### src/hw/rtl/mmma_pkg.sv
// shared types and constants for the modular matrix multiply-add block
package mmma_pkg;

  // default sizing
  localparam int MAX_DIM_DEF   = 64;
  localparam int ELEM_BITS_DEF = 32;

  // fixed field widths
  localparam int IDX_BITS   = 6;
  localparam int VAL_BITS   = 32;
  localparam int Q_BITS     = 32;
  localparam int LEN_BITS   = 7;
  localparam int KIND_BITS  = 2;
  localparam int CFG_IDX_W  = 2;
  localparam int IN_DATA_W  = 48;
  localparam int OUT_DATA_W = 48;

  // item kinds
  typedef enum logic [KIND_BITS-1:0] {
    KIND_WR_A   = 2'd0,
    KIND_WR_B   = 2'd1,
    KIND_WR_C   = 2'd2,
    KIND_COMPUTE = 2'd3
  } kind_t;

  // configuration register indexes
  typedef enum logic [CFG_IDX_W-1:0] {
    CFG_MODULUS   = 2'd0,
    CFG_INNER_LEN = 2'd1,
    CFG_ADD_EN    = 2'd2,
    CFG_UNUSED    = 2'd3
  } cfg_idx_t;

  // sequencer states
  typedef enum logic [3:0] {
    ST_IDLE,
    ST_C_RD,
    ST_C_DATA,
    ST_C_WAIT,
    ST_AB_RD,
    ST_AB_DATA,
    ST_P_START,
    ST_P_WAIT,
    ST_OUT
  } state_t;

  // reducer phases
  typedef enum logic [1:0] {
    RED_IDLE,
    RED_RUN,
    RED_FIX
  } red_phase_t;

  // request to the reducer
  typedef struct packed {
    logic start;
    logic neg;
  } red_req_t;

endpackage

### src/hw/rtl/mmma_modred.sv
// bit-serial reduction of a signed magnitude modulo q, one bit per cycle
module mmma_modred
  import mmma_pkg::*;
#(
  parameter int MAG_BITS = 64
) (
  input  logic                clk,
  input  logic                rst_n,
  input  red_req_t            req,
  input  logic [MAG_BITS-1:0] mag,
  input  logic [Q_BITS-1:0]   q,
  output logic                done,
  output logic [Q_BITS-1:0]   res
);

  localparam int CNT_W = $clog2(MAG_BITS + 1);

  red_phase_t          phase_r, phase_nxt;
  logic [CNT_W-1:0]    cnt_r, cnt_nxt;
  logic [MAG_BITS-1:0] sh_r, sh_nxt;
  logic [Q_BITS-1:0]   rem_r, rem_nxt;
  logic                neg_r, neg_nxt;
  logic                done_r, done_nxt;
  logic [Q_BITS-1:0]   res_r, res_nxt;
  logic [Q_BITS:0]     trial;

  // control registers
  always_ff @(posedge clk) begin
    if (!rst_n) begin
      phase_r <= RED_IDLE;
      done_r  <= 1'b0;
    end else begin
      phase_r <= phase_nxt;
      done_r  <= done_nxt;
    end
  end

  // datapath registers
  always_ff @(posedge clk) begin
    cnt_r <= cnt_nxt;
    sh_r  <= sh_nxt;
    rem_r <= rem_nxt;
    neg_r <= neg_nxt;
    res_r <= res_nxt;
  end

  // restoring remainder step, sign fix at the end
  always_comb begin
    phase_nxt = phase_r;
    cnt_nxt   = cnt_r;
    sh_nxt    = sh_r;
    rem_nxt   = rem_r;
    neg_nxt   = neg_r;
    res_nxt   = res_r;
    done_nxt  = 1'b0;
    trial     = {rem_r, sh_r[MAG_BITS-1]};
    case (phase_r)
      RED_IDLE: begin
        if (req.start) begin
          phase_nxt = RED_RUN;
          cnt_nxt   = CNT_W'(MAG_BITS);
          sh_nxt    = mag;
          rem_nxt   = '0;
          neg_nxt   = req.neg;
        end
      end
      RED_RUN: begin
        if (trial >= {1'b0, q}) begin
          rem_nxt = Q_BITS'(trial - {1'b0, q});
        end else begin
          rem_nxt = trial[Q_BITS-1:0];
        end
        sh_nxt  = {sh_r[MAG_BITS-2:0], 1'b0};
        cnt_nxt = cnt_r - 1'b1;
        if (cnt_r == CNT_W'(1)) begin
          phase_nxt = RED_FIX;
        end
      end
      RED_FIX: begin
        if (neg_r && (rem_r != '0)) begin
          res_nxt = q - rem_r;
        end else begin
          res_nxt = rem_r;
        end
        done_nxt  = 1'b1;
        phase_nxt = RED_IDLE;
      end
      default: begin
        phase_nxt = RED_IDLE;
      end
    endcase
  end

  assign done = done_r;
  assign res  = res_r;

endmodule

### config.mk
export PLATFORM = sky130hd
export DESIGN_NAME = mmma_modred
export DESIGN_NICKNAME = d
export VERILOG_FILES = /design/src/hw/rtl/mmma_pkg.sv /design/src/hw/rtl/mmma_modred.sv
export SDC_FILE = /design/constraint.sdc
export NUM_CORES = 1
export LEC_CHECK = 0
export ABC_CLOCK_PERIOD_IN_PS = 7600
export BUFFER_PORTS_ARGS = -buffer_cell sky130_fd_sc_hd__buf_2
export CORE_MARGIN = 10
export CORE_UTILIZATION = 45
export DETAILED_ROUTE_END_ITERATION = 8
export PLACE_DENSITY = 0.69
export SLEW_MARGIN = 20
export SYNTH_ARGS = -nofsm -noshare
export SYNTH_HDL_FRONTEND = slang
export SYNTH_SLANG_ARGS = --single-unit
export TNS_END_PERCENT = 30
### constraint.sdc
create_clock -name clk -period 7.6 [get_ports clk]
set_clock_uncertainty 0.05 [all_clocks]
set_input_delay 1.14 -clock clk [delete_from_list [all_inputs] [get_ports clk]]
set_output_delay 1.14 -clock clk [all_outputs]
set_load 0.02 [all_outputs]
==> impl_metrics.py, run 1 <==
metrics = {
    "yosys": {
        "synth_area_um2": 9670,
        "synthArstFlopShare": 0,
        "ys_seq_area_frac": 0.428,
        "yosys.area.top_type_share": 0.422,
        "synth_cell_types": 60,
        "ys.flop_type": "edfxtp_1",
        "netlist_instances": 1077,
        "yosys.area.top_type": "edfxtp_1",
        "syn_area_per_cell_um2": 8.98,
        "synth_area_leaders": "edfxtp_1, nand2_1, ha_1",
        "ys_top_cells_by_count": "nand2_1, edfxtp_1, inv_1",
        "synth_nets": 1244,
        "synth_edf_count": 136,
        "yosysMostFrequentCell": "nand2_1",
        "yosys_warnings": 0,
        "synth_seq_cells": 139,
    },
    "outcome": {
        "status": "complete, no violations",
    },
    "finish": {
        "final_cells": 1483,
        "final_layout_size_suffix_gt1_frac": 0.157,
        "nets": 1361,
        "area_growth_pct": 15.5,
    },
    "sta": {
        "fin_hold_ws_ns": 0.458,
        "slew_headroom": 0.286,
        "final-setup-viol-count": 0,
        "hold_viol": 0,
        "worstMarginPinSlew_ns": 1.07,
        "period_share": 0.556,
        "max_freq_mhz": 236,
        "period_needed_ns": 4.23,
        "finalMaxSlewViolations": 0,
        "rsz0062_at_grt": "no",
        "setup_tns_ns": 0,
    },
    "clock_tree": {
        "cts_buffers": 17,
        "clkSlewWorstSetupHoldPaths_ns": 0.07,
        "cts_tree": "done",
        "root_buffer": "clkbuf_16",
        "htree_num_levels": 4,
        "hold_buffers": 0,
        "clk_latency_ns": 0.43,
        "cts_sinks": 139,
        "cts_max_path_buffers": 2,
        "cts_resized": 0,
        "post_cts_buffers": 0,
    },
    "critical_path": {
        "setup.worst_path.start_class": "input port",
        "cp-end-kind": "flop",
        "path_class": "input port to flop",
        "critPathSlowestCell": "and4bb_4",
        "worst-path-buf-inv": 2,
        "critPathRequiredTime_ns": 7.73,
        "crit_chain": "buf_2, inv_1, ha_1, nor2b_4, o31a_1, or4_4, a21oi_4, o2111ai_4, nand4_2, and4bb_4, and4bb_1, a311o_1",
        "max_stage_delay_ns": 0.72,
        "arrival_ns": 4.36,
        "worstPathMaxFanout": 38,
        "critPathTopFamily": "simple AND/OR/NAND/NOR gates",
    },
    "global_route": {
        "grt-ovfl-total": 0,
        "grt_pass1_wl_um": 39900,
        "grt_pass1_vias": 7885,
        "grt.total_usage": 0.172,
        "antenna_found_initial": 4,
        "grt_max_degree": 103,
    },
    "pwr": {
        "p_leak_uw": 0.00502,
        "seqPwrFrac": 0.372,
        "power_density_nw_per_um2": 246,
        "p_comb_frac": 0.318,
        "p_int_uw": 1790,
        "p_total_uw": 2750,
        "switchingPower_uw": 954,
        "clock_power_share": 0.310,
        "vdd_drop_max_v": 0.000165,
        "sw_frac_of_total": 0.347,
    },
    "floorplanning": {
        "core.rowCount": 53,
        "die-area_um2": 27800,
        "num_io_pins": 133,
        "die_y_um": 167,
        "design.core.area_um2": 21100,
        "fp.dieW_um": 167,
        "start_util": 0.459,
    },
    "place": {
        "dp_hpwl_um": 18000,
        "dp_cells": 1449,
        "gp_congestion": 0.883,
        "io_buffers": 132,
    },
    "flow_run": {
        "maxCapViolCount": 0,
    },
    "routing": {
        "antenna_left": 0,
        "drc": 0,
        "viasPerCell": 5.43,
        "drtIter0Drc": 508,
        "num_vias": 8054,
        "wl_per_cell_um": 16.3,
        "firstDrtPassIters": 5,
        "postRouteWirelength_um": 24200,
    },
    "min_path": {
        "hold_class": "flop to flop",
    },
}
## worst min-delay path, delay by kind of cell (launching register included)
family           cells  cell delay (ns)
flip-flops           1             0.32
AND/OR/NAND/NOR      2             0.09
## final timing paths
kind,depth (start not counted),end,start,slack [ns]
max,12,rem_r[30]$_SDFFCE_PN0P_,q[1],3.37
min,2,sh_r[43]$_DFFE_PP_,sh_r[42]$_DFFE_PP_,0.46
max reg2reg,10,rem_r[30]$_SDFFCE_PN0P_,rem_r[0]$_SDFFCE_PN0P_,3.74
min reg2reg,2,sh_r[43]$_DFFE_PP_,sh_r[42]$_DFFE_PP_,0.46
## metal layers
metal,track usage,vias to the layer above,part of all wire
met1,0.230,3742,0.47
met2,0.267,238,0.44
li1,-,4047,-
met3,0.0482,23,0.074
met4,0.0439,4,0.011
met5,0,-,0.0011
## power groups by stage
stage	Clock (uW)	Sequential, uW	Combinational (uW)
2_1_floorplan	0	1010	694
3_3_place_gp	0	1040	850
3_5_place_dp	0	1040	864
4_1_cts	869	1020	867
5_1_grt	901	1030	985
6_report	852	1020	873
## layout make-up
cell class,count,area (um2)
Clock buffer,17,425
Sequential cell,139,4140
Timing Repair Buffer,137,714
Inverter,80,300
Antenna cell,1,2.50
Multi-Input combinational cell,819,5070
Fill cell,1994,9910
Tap cell,275,344
Clock inverter,15,176
## cells by family (layout without fill, tap and decap cells)
logic type | Yosys count | after routing | synth area share
muxes | 28 | 28 | 0.0291
adders and majority gates | 67 | 67 | 0.0882
and+or+nand+nor | 442 | 442 | 0.201
buffers and inverters | 119 | 249 | 0.0520
AOI/OAI and AO/OA | 226 | 226 | 0.150
xor gates and xnor gates | 56 | 56 | 0.0507
other | 0 | 1 | 0
DFF | 139 | 139 | 0.428
## placed cells by master (no fill, tap or decap), drive strengths merged, types with 6 or more instances in the layout
| cell | Yosys | routed |
|---|---|---|
| a211oi | 17 | 17 |
| a21o | 27 | 27 |
| a21oi | 55 | 55 |
| a31oi | 12 | 12 |
| and2 | 11 | 11 |
| and3 | 12 | 12 |
| buf | 4 | 137 |
| clkbuf | 35 | 17 |
| edfxtp | 136 | 136 |
| ha | 65 | 65 |
| inv | 80 | 89 |
| mux2i | 27 | 27 |
| nand2 | 259 | 259 |
| nand3 | 19 | 19 |
| nand4 | 9 | 9 |
| nor2 | 75 | 75 |
| nor2b | 7 | 7 |
| nor3 | 10 | 10 |
| nor4 | 11 | 11 |
| o211ai | 6 | 6 |
| o21a | 9 | 9 |
| o21ai | 64 | 64 |
| o21bai | 8 | 8 |
| or2 | 6 | 6 |
| xnor2 | 29 | 29 |
| xor2 | 27 | 27 |
## state kept, by name (all words and copies together), names as in the netlist
signal	count
sh_r	64
res	32
phase_r	2
rem_r	32
cnt_r	7
neg_r	1
done	1
## metrics by stage
stage	area, um2	utilization	worst slack (ns)
3_5_place_dp	10500	0.500	2.60
5_1_grt	11200	0.530	3.23
6_report	11200	0.530	3.37
4_1_cts	11100	0.528	3.06
2_1_floorplan	9670	-	3.71
3_3_place_gp	10500	0.500	2.68
No activity file was read; power rests on OpenSTA's default activity.
==> run 2, diff against run 1 <==
--- a/config.mk
+++ b/config.mk
@@ -5,7 +5,7 @@
 export SDC_FILE = /design/constraint.sdc
 export NUM_CORES = 1
 export LEC_CHECK = 0
-export ABC_CLOCK_PERIOD_IN_PS = 7600
+export ABC_CLOCK_PERIOD_IN_PS = 4300
 export BUFFER_PORTS_ARGS = -buffer_cell sky130_fd_sc_hd__buf_2
 export CORE_MARGIN = 10
 export CORE_UTILIZATION = 45
==> constraint.sdc (replaced) <==
create_clock -name clk -period 4.3 [get_ports clk]
set_clock_uncertainty 0.05 [all_clocks]
set_input_delay 0.645 -clock clk [delete_from_list [all_inputs] [get_ports clk]]
set_output_delay 0.645 -clock clk [all_outputs]
set_load 0.02 [all_outputs]
==> run 2 against run 1 <==
Compared with the run above: non-clock buffer count increased by 6; via count increased by 0.70%; core utilization increased by 0.39 points; worst setup slack got worse by 2.8 ns; critical endpoint is now res[28]$_DFFE_PP_; global-route usage increased by 0.26 points; final cell count increased by 0.40%.
==> impl_metrics.py, run 2 (synthesis gave the netlist of run 1 again) <==
metrics = {
    "critical_path": {
        "setup.worst_path.start_class": "flop",
        "critPathRequiredTime_ns": 4.40,
        "cp-end-kind": "flop",
        "worstPathMaxFanout": 6,
        "arrival_ns": 3.78,
        "path_class": "flop to flop",
    },
    "clock_tree": {
        "clk_latency_ns": 0.43,
        "cts_tree": "done",
        "cts_resized": 0,
        "clkSlewWorstSetupHoldPaths_ns": 0.07,
        "hold_buffers": 0,
        "cts_buffers": 17,
        "htree_num_levels": 4,
        "root_buffer": "clkbuf_16",
        "post_cts_buffers": 0,
        "cts_sinks": 139,
        "cts_max_path_buffers": 2,
    },
    "routing": {
        "viasPerCell": 5.45,
        "met2WireLength_um": 11200,
        "firstDrtPassIters": 5,
        "wl_met3_um": 1810,
        "drc": 0,
        "drt-met1-wl_um": 11500,
        "wl_per_cell_um": 16.8,
        "drtIter0Drc": 438,
        "num_vias": 8110,
        "highest_layer": "met5",
        "antenna_left": 0,
        "postRouteWirelength_um": 25000,
    },
    "place": {
        "io_buffers": 132,
        "pre_cts_slack_ns": 0.350,
        "gp_congestion": 0.892,
        "dp_hpwl_um": 18400,
        "dp_cells": 1454,
    },
    "pwr": {
        "p_comb_frac": 0.322,
        "switchingPower_uw": 1740,
        "power_density_nw_per_um2": 434,
        "vdd_drop_max_v": 0.000276,
        "seqPwrFrac": 0.369,
        "sw_frac_of_total": 0.357,
        "clock_power_share": 0.308,
        "p_int_uw": 3140,
        "p_leak_uw": 0.00506,
    },
    "global_route": {
        "grt_pass1_wl_um": 40100,
        "grt_max_degree": 103,
        "grt.total_usage": 0.174,
        "grt-ovfl-total": 0,
        "antenna_found_initial": 2,
        "grt_pass1_vias": 7959,
    },
    "sta": {
        "rsz0062_at_grt": "no",
        "hold_viol": 0,
        "finalMaxSlewViolations": 0,
        "worstMarginPinSlew_ns": 0.857,
        "finalWorstSetupSlack_ns": 0.620,
        "fin_hold_ws_ns": 0.357,
        "slew_headroom": 0.428,
        "period_needed_ns": 3.68,
        "setup_tns_ns": 0,
        "final-setup-viol-count": 0,
        "period_share": 0.856,
        "max_freq_mhz": 272,
    },
    "floorplanning": {
        "die-area_um2": 27800,
        "die_y_um": 167,
        "fp.dieW_um": 167,
        "design.core.area_um2": 21100,
        "num_io_pins": 133,
        "core.rowCount": 53,
        "start_util": 0.459,
    },
    "finish": {
        "final_common_cell": "nand2_1",
        "nFillCells": 1967,
        "final_cell_mix": "nand2_1, edfxtp_1, buf_2",
        "area_growth_pct": 16.4,
        "largest_register_ffs": 64,
        "final_cells": 1489,
        "registers.top_by_ff_count": "sh_r",
        "final_layout_size_suffix_gt1_frac": 0.162,
        "nets": 1367,
    },
    "outcome": {
        "status": "complete, no violations",
    },
    "min_path": {
        "hold_class": "input port to flop",
    },
    "flow_run": {
        "maxCapViolCount": 0,
    },
}
run 2: cell types whose count changed in the layout (fill, tap and decap cells not counted), sizes merged:
cell    delta
bufinv     -1
clkinv     +1
buf        +6
run 2: per-stage QoR:
stage               cell area [um2]  power (uW)   util
global route                  11300        5170  0.534
CTS                           11200        4890  0.531
global placement              10600        3350  0.502
detailed placement            10600        3380  0.502
floorplan                      9670        3010      -
finish                        11300        4880  0.534
run 2: worst paths after layout:
path	startpoint	slack (ns)	cells past startpoint	endpoint
hold / removal	req[0]	0.36	1	neg_r$_DFFE_PP_
setup reg to reg	rem_r[0]$_SDFFCE_PN0P_	0.62	12	res[28]$_DFFE_PP_
setup / recovery	rem_r[0]$_SDFFCE_PN0P_	0.62	12	res[28]$_DFFE_PP_
hold reg to reg	sh_r[56]$_DFFE_PP_	0.46	2	sh_r[57]$_DFFE_PP_
run 2: critical path, stage by stage (launching register included):
cell      delay, ns
edfxtp_1       0.52
ha_1           0.24
inv_1          0.06
fa_1           0.40
a21o_1         0.18
a21oi_1        0.23
o21ai_0        0.28
a21o_1         0.28
a221oi_1       0.44
a21oi_1        0.23
a31oi_1        0.27
xor2_1         0.16
o21ai_0        0.08
run 2: power by group through the flow:
stage	sequential, uW	combinational [uW]	clock, uW
2_1_floorplan	1790	1230	0
3_3_place_gp	1830	1530	0
3_5_place_dp	1830	1550	0
4_1_cts	1800	1560	1530
5_1_grt	1820	1760	1590
6_report	1800	1570	1510
run 2: final cells by class:
class,count,area (um2),share of cell area
timing repair buffer,143,788,0.0700
clock buffer,17,425,0.0378
clock inverter,15,189,0.0168
sequential,139,4140,0.368
tap,275,344,0.0306
antenna,1,2.50,0.000222
inverter,80,300,0.0267
multi-input combinational,819,5060,0.450
run 2: metal layers:
layer | GRT usage | up-vias
met5 | 0 | -
met2 | 0.271 | 250
met3 | 0.0518 | 39
met4 | 0.0485 | 2
met1 | 0.230 | 3775
li1 | - | 4044
==> run 3, diff against run 2 <==
--- a/config.mk
+++ b/config.mk
@@ -5,12 +5,12 @@
 export SDC_FILE = /design/constraint.sdc
 export NUM_CORES = 1
 export LEC_CHECK = 0
-export ABC_CLOCK_PERIOD_IN_PS = 4300
+export ABC_CLOCK_PERIOD_IN_PS = 3200
 export BUFFER_PORTS_ARGS = -buffer_cell sky130_fd_sc_hd__buf_2
 export CORE_MARGIN = 10
 export CORE_UTILIZATION = 45
 export DETAILED_ROUTE_END_ITERATION = 8
-export PLACE_DENSITY = 0.69
+export PLACE_DENSITY = 0.71
 export SLEW_MARGIN = 20
 export SYNTH_ARGS = -nofsm -noshare
 export SYNTH_HDL_FRONTEND = slang
==> constraint.sdc (replaced) <==
create_clock -name clk -period 3.2 [get_ports clk]
set_clock_uncertainty 0.05 [all_clocks]
set_input_delay 0.48 -clock clk [delete_from_list [all_inputs] [get_ports clk]]
set_output_delay 0.48 -clock clk [all_outputs]
set_load 0.02 [all_outputs]
==> run 3 against run 2 <==
Compared with the run above: the flow now finishes with violations (negative setup slack); routed wire length is 6.3% higher; largest cell class unchanged; flip-flop and latch count stayed put; worst setup slack worse by 0.65 ns; die area stayed put; critical path type unchanged; combinational power is 64% higher; fmax is 14% higher; clock-buffer cell count stayed put; via count is 5.5% higher; first-iteration DRC count is 49% higher; sequential power is 33% higher; core utilization is 4.4 points higher; final cell count is 7.4% higher.
==> impl_metrics.py, run 3 (synthesis gave the netlist of run 1 again) <==
metrics = {
    "outcome": {
        "status": "complete, but fails checks",
        "violations": "negative setup slack",
    },
    "global_route": {
        "grt.total_usage": 0.184,
        "gr-max-usage-layer": "met2",
        "grt_max_degree": 75,
        "grt_util_met1": 0.237,
        "antenna_found_initial": 1,
        "grtUsageMet3": 0.0494,
        "grt-ovfl-total": 0,
        "grt_pass1_wl_um": 42300,
        "gr-usage-met2": 0.297,
        "grt_pass1_vias": 8418,
    },
    "finish": {
        "final_cell_mix": "nand2_1, edfxtp_1, buf_2",
        "final_layout_size_suffix_gt1_frac": 0.242,
        "registers.top_by_ff_count": "sh_r",
        "final_common_cell": "nand2_1",
        "final_cells": 1599,
        "area_growth_pct": 26.0,
        "final_util": 0.578,
        "nets": 1477,
        "largest_register_ffs": 64,
    },
    "min_path": {
        "hold_class": "input port to flop",
        "min_from": "req[0]",
    },
    "sta": {
        "fin_hold_ws_ns": 0.185,
        "period_needed_ns": 3.23,
        "slew_headroom": 0.448,
        "finalMaxSlewViolations": 0,
        "final-setup-viol-count": 1,
        "worstMarginPinSlew_ns": 0.826,
        "finalWorstSetupSlack_ns": -0.0315,
        "period_share": 1.01,
        "max_freq_mhz": 309,
        "rsz0062_at_grt": "yes",
        "hold_viol": 0,
    },
    "place": {
        "io_buffers": 132,
        "dp_cells": 1559,
        "gp_congestion": 0.937,
        "dp_hpwl_um": 20100,
    },
    "routing": {
        "postRouteWirelength_um": 26600,
        "wl_per_cell_um": 16.6,
        "firstDrtPassIters": 7,
        "drc": 0,
        "drtIter0Drc": 653,
        "num_vias": 8555,
        "antenna_left": 0,
        "viasPerCell": 5.35,
    },
    "pwr": {
        "power_density_nw_per_um2": 578,
        "clock_power_share": 0.296,
        "p_int_uw": 4590,
        "sw_frac_of_total": 0.349,
        "p_leak_uw": 0.00562,
        "p_comb_frac": 0.365,
        "vdd_drop_max_v": 0.000405,
        "p_total_uw": 7050,
        "switchingPower_uw": 2460,
        "seqPwrFrac": 0.339,
    },
    "critical_path": {
        "max_stage_delay_ns": 0.50,
        "setup.worst_path.start_class": "flop",
        "arrival_ns": 3.33,
        "path_class": "flop to flop",
        "worstSetupStartpoint": "rem_r[0]$_SDFFCE_PN0P_",
        "critPathRequiredTime_ns": 3.30,
        "crit_chain": "ha_4, nor2b_4, o31a_1, or4_4, a21oi_4, o2111ai_4, nand4_2, and4bb_4, buf_12, mux2i_2, nor2_1",
        "critPathSlowestCell": "or4_4",
        "cp-end-kind": "flop",
        "rr_startpoint": "rem_r[0]$_SDFFCE_PN0P_",
        "worstPathMaxFanout": 8,
        "reg2reg_slack_ns": -0.03,
    },
    "floorplanning": {
        "fp.dieW_um": 167,
        "num_io_pins": 133,
        "die_y_um": 167,
        "die-area_um2": 27800,
        "design.core.area_um2": 21100,
        "start_util": 0.459,
        "core.rowCount": 53,
    },
    "clock_tree": {
        "cts_max_path_buffers": 2,
        "cts_tree": "done",
        "htree_num_levels": 4,
        "cts_buffers": 17,
        "cts_sinks": 139,
        "root_buffer": "clkbuf_16",
        "clkSlewWorstSetupHoldPaths_ns": 0.07,
        "clk_latency_ns": 0.43,
    },
    "flow_run": {
        "maxCapViolCount": 0,
    },
}
run 3: changes by cell type in the layout (fill, tap and decap cells not counted), sizes merged:
cell,before,now
buf,143,251
bufinv,0,1
clkbuf,17,19
clkinv,6,3
clkinvlp,0,1
inv,89,90
run 3: through the flow:
stage	TNS, ns	setup WS (ns)	cell area (um2)
floorplan	0	0.0189	9670
global route	-2.11	-0.110	12200
detailed placement	-10.27	-0.320	11400
global placement	-7.67	-0.241	11400
finish	-0.0315	-0.0315	12200
CTS	-0.00907	-0.00907	12100
run 3: critical path: cells and delay by family (launching register included):
kind | cells | cell delay (ns)
buffers and inverters | 1 | 0.18
flip-flops | 1 | 0.49
AO/OA/AOI/OAI | 3 | 0.56
multiplexers | 1 | 0.24
AND/OR/NAND/NOR | 5 | 1.17
adder cells (fa/ha/maj) | 1 | 0.26
run 3: cell type report:
| class | instances | area, um2 |
|---|---|---|
| Clock buffer | 17 | 425 |
| Antenna cell | 1 | 2.50 |
| Clock inverter | 15 | 194 |
| Tap cell | 275 | 344 |
| Multi-Input combinational cell | 819 | 5140 |
| Inverter | 80 | 300 |
| Sequential cell | 139 | 4140 |
| Fill cell | 1888 | 8900 |
| Timing Repair Buffer | 253 | 1650 |
run 3: power groups by stage:
| stage | Sequential (uW) | Clock [uW] | Combinational (uW) |
|---|---|---|---|
| finish | 2390 | 2090 | 2570 |
| global route | 2410 | 2200 | 2840 |
| CTS | 2390 | 2110 | 2480 |
| detailed placement | 2430 | 0 | 2440 |
| global placement | 2420 | 0 | 2400 |
| floorplan | 2400 | 0 | 1650 |
run 3: per-layer routing:
metal | share of wire | vias to the layer above
li1 | - | 4281
met1 | 0.45 | 3936
met2 | 0.46 | 295
met3 | 0.068 | 41
met4 | 0.018 | 2
met5 | 0.00049 | -
run 3: worst paths after layout:
kind | end | cells past startpoint
min reg2reg | sh_r[55]$_DFFE_PP_ | 2
max reg2reg | rem_r[23]$_SDFFCE_PN0P_ | 11
max | rem_r[23]$_SDFFCE_PN0P_ | 11
min | neg_r$_DFFE_PP_ | 1
run 3: repair_timing:
| action | CTS | global route |
|---|---|---|
| pin swaps | 2 | 3 |
| hold buffers | 0 | 0 |
| resized for setup | 4 | 16 |
| setup buffers | 3 | 2 |
| endpoints found under the setup margin | 35 | 39 |
| gates cloned | 0 | 2 |
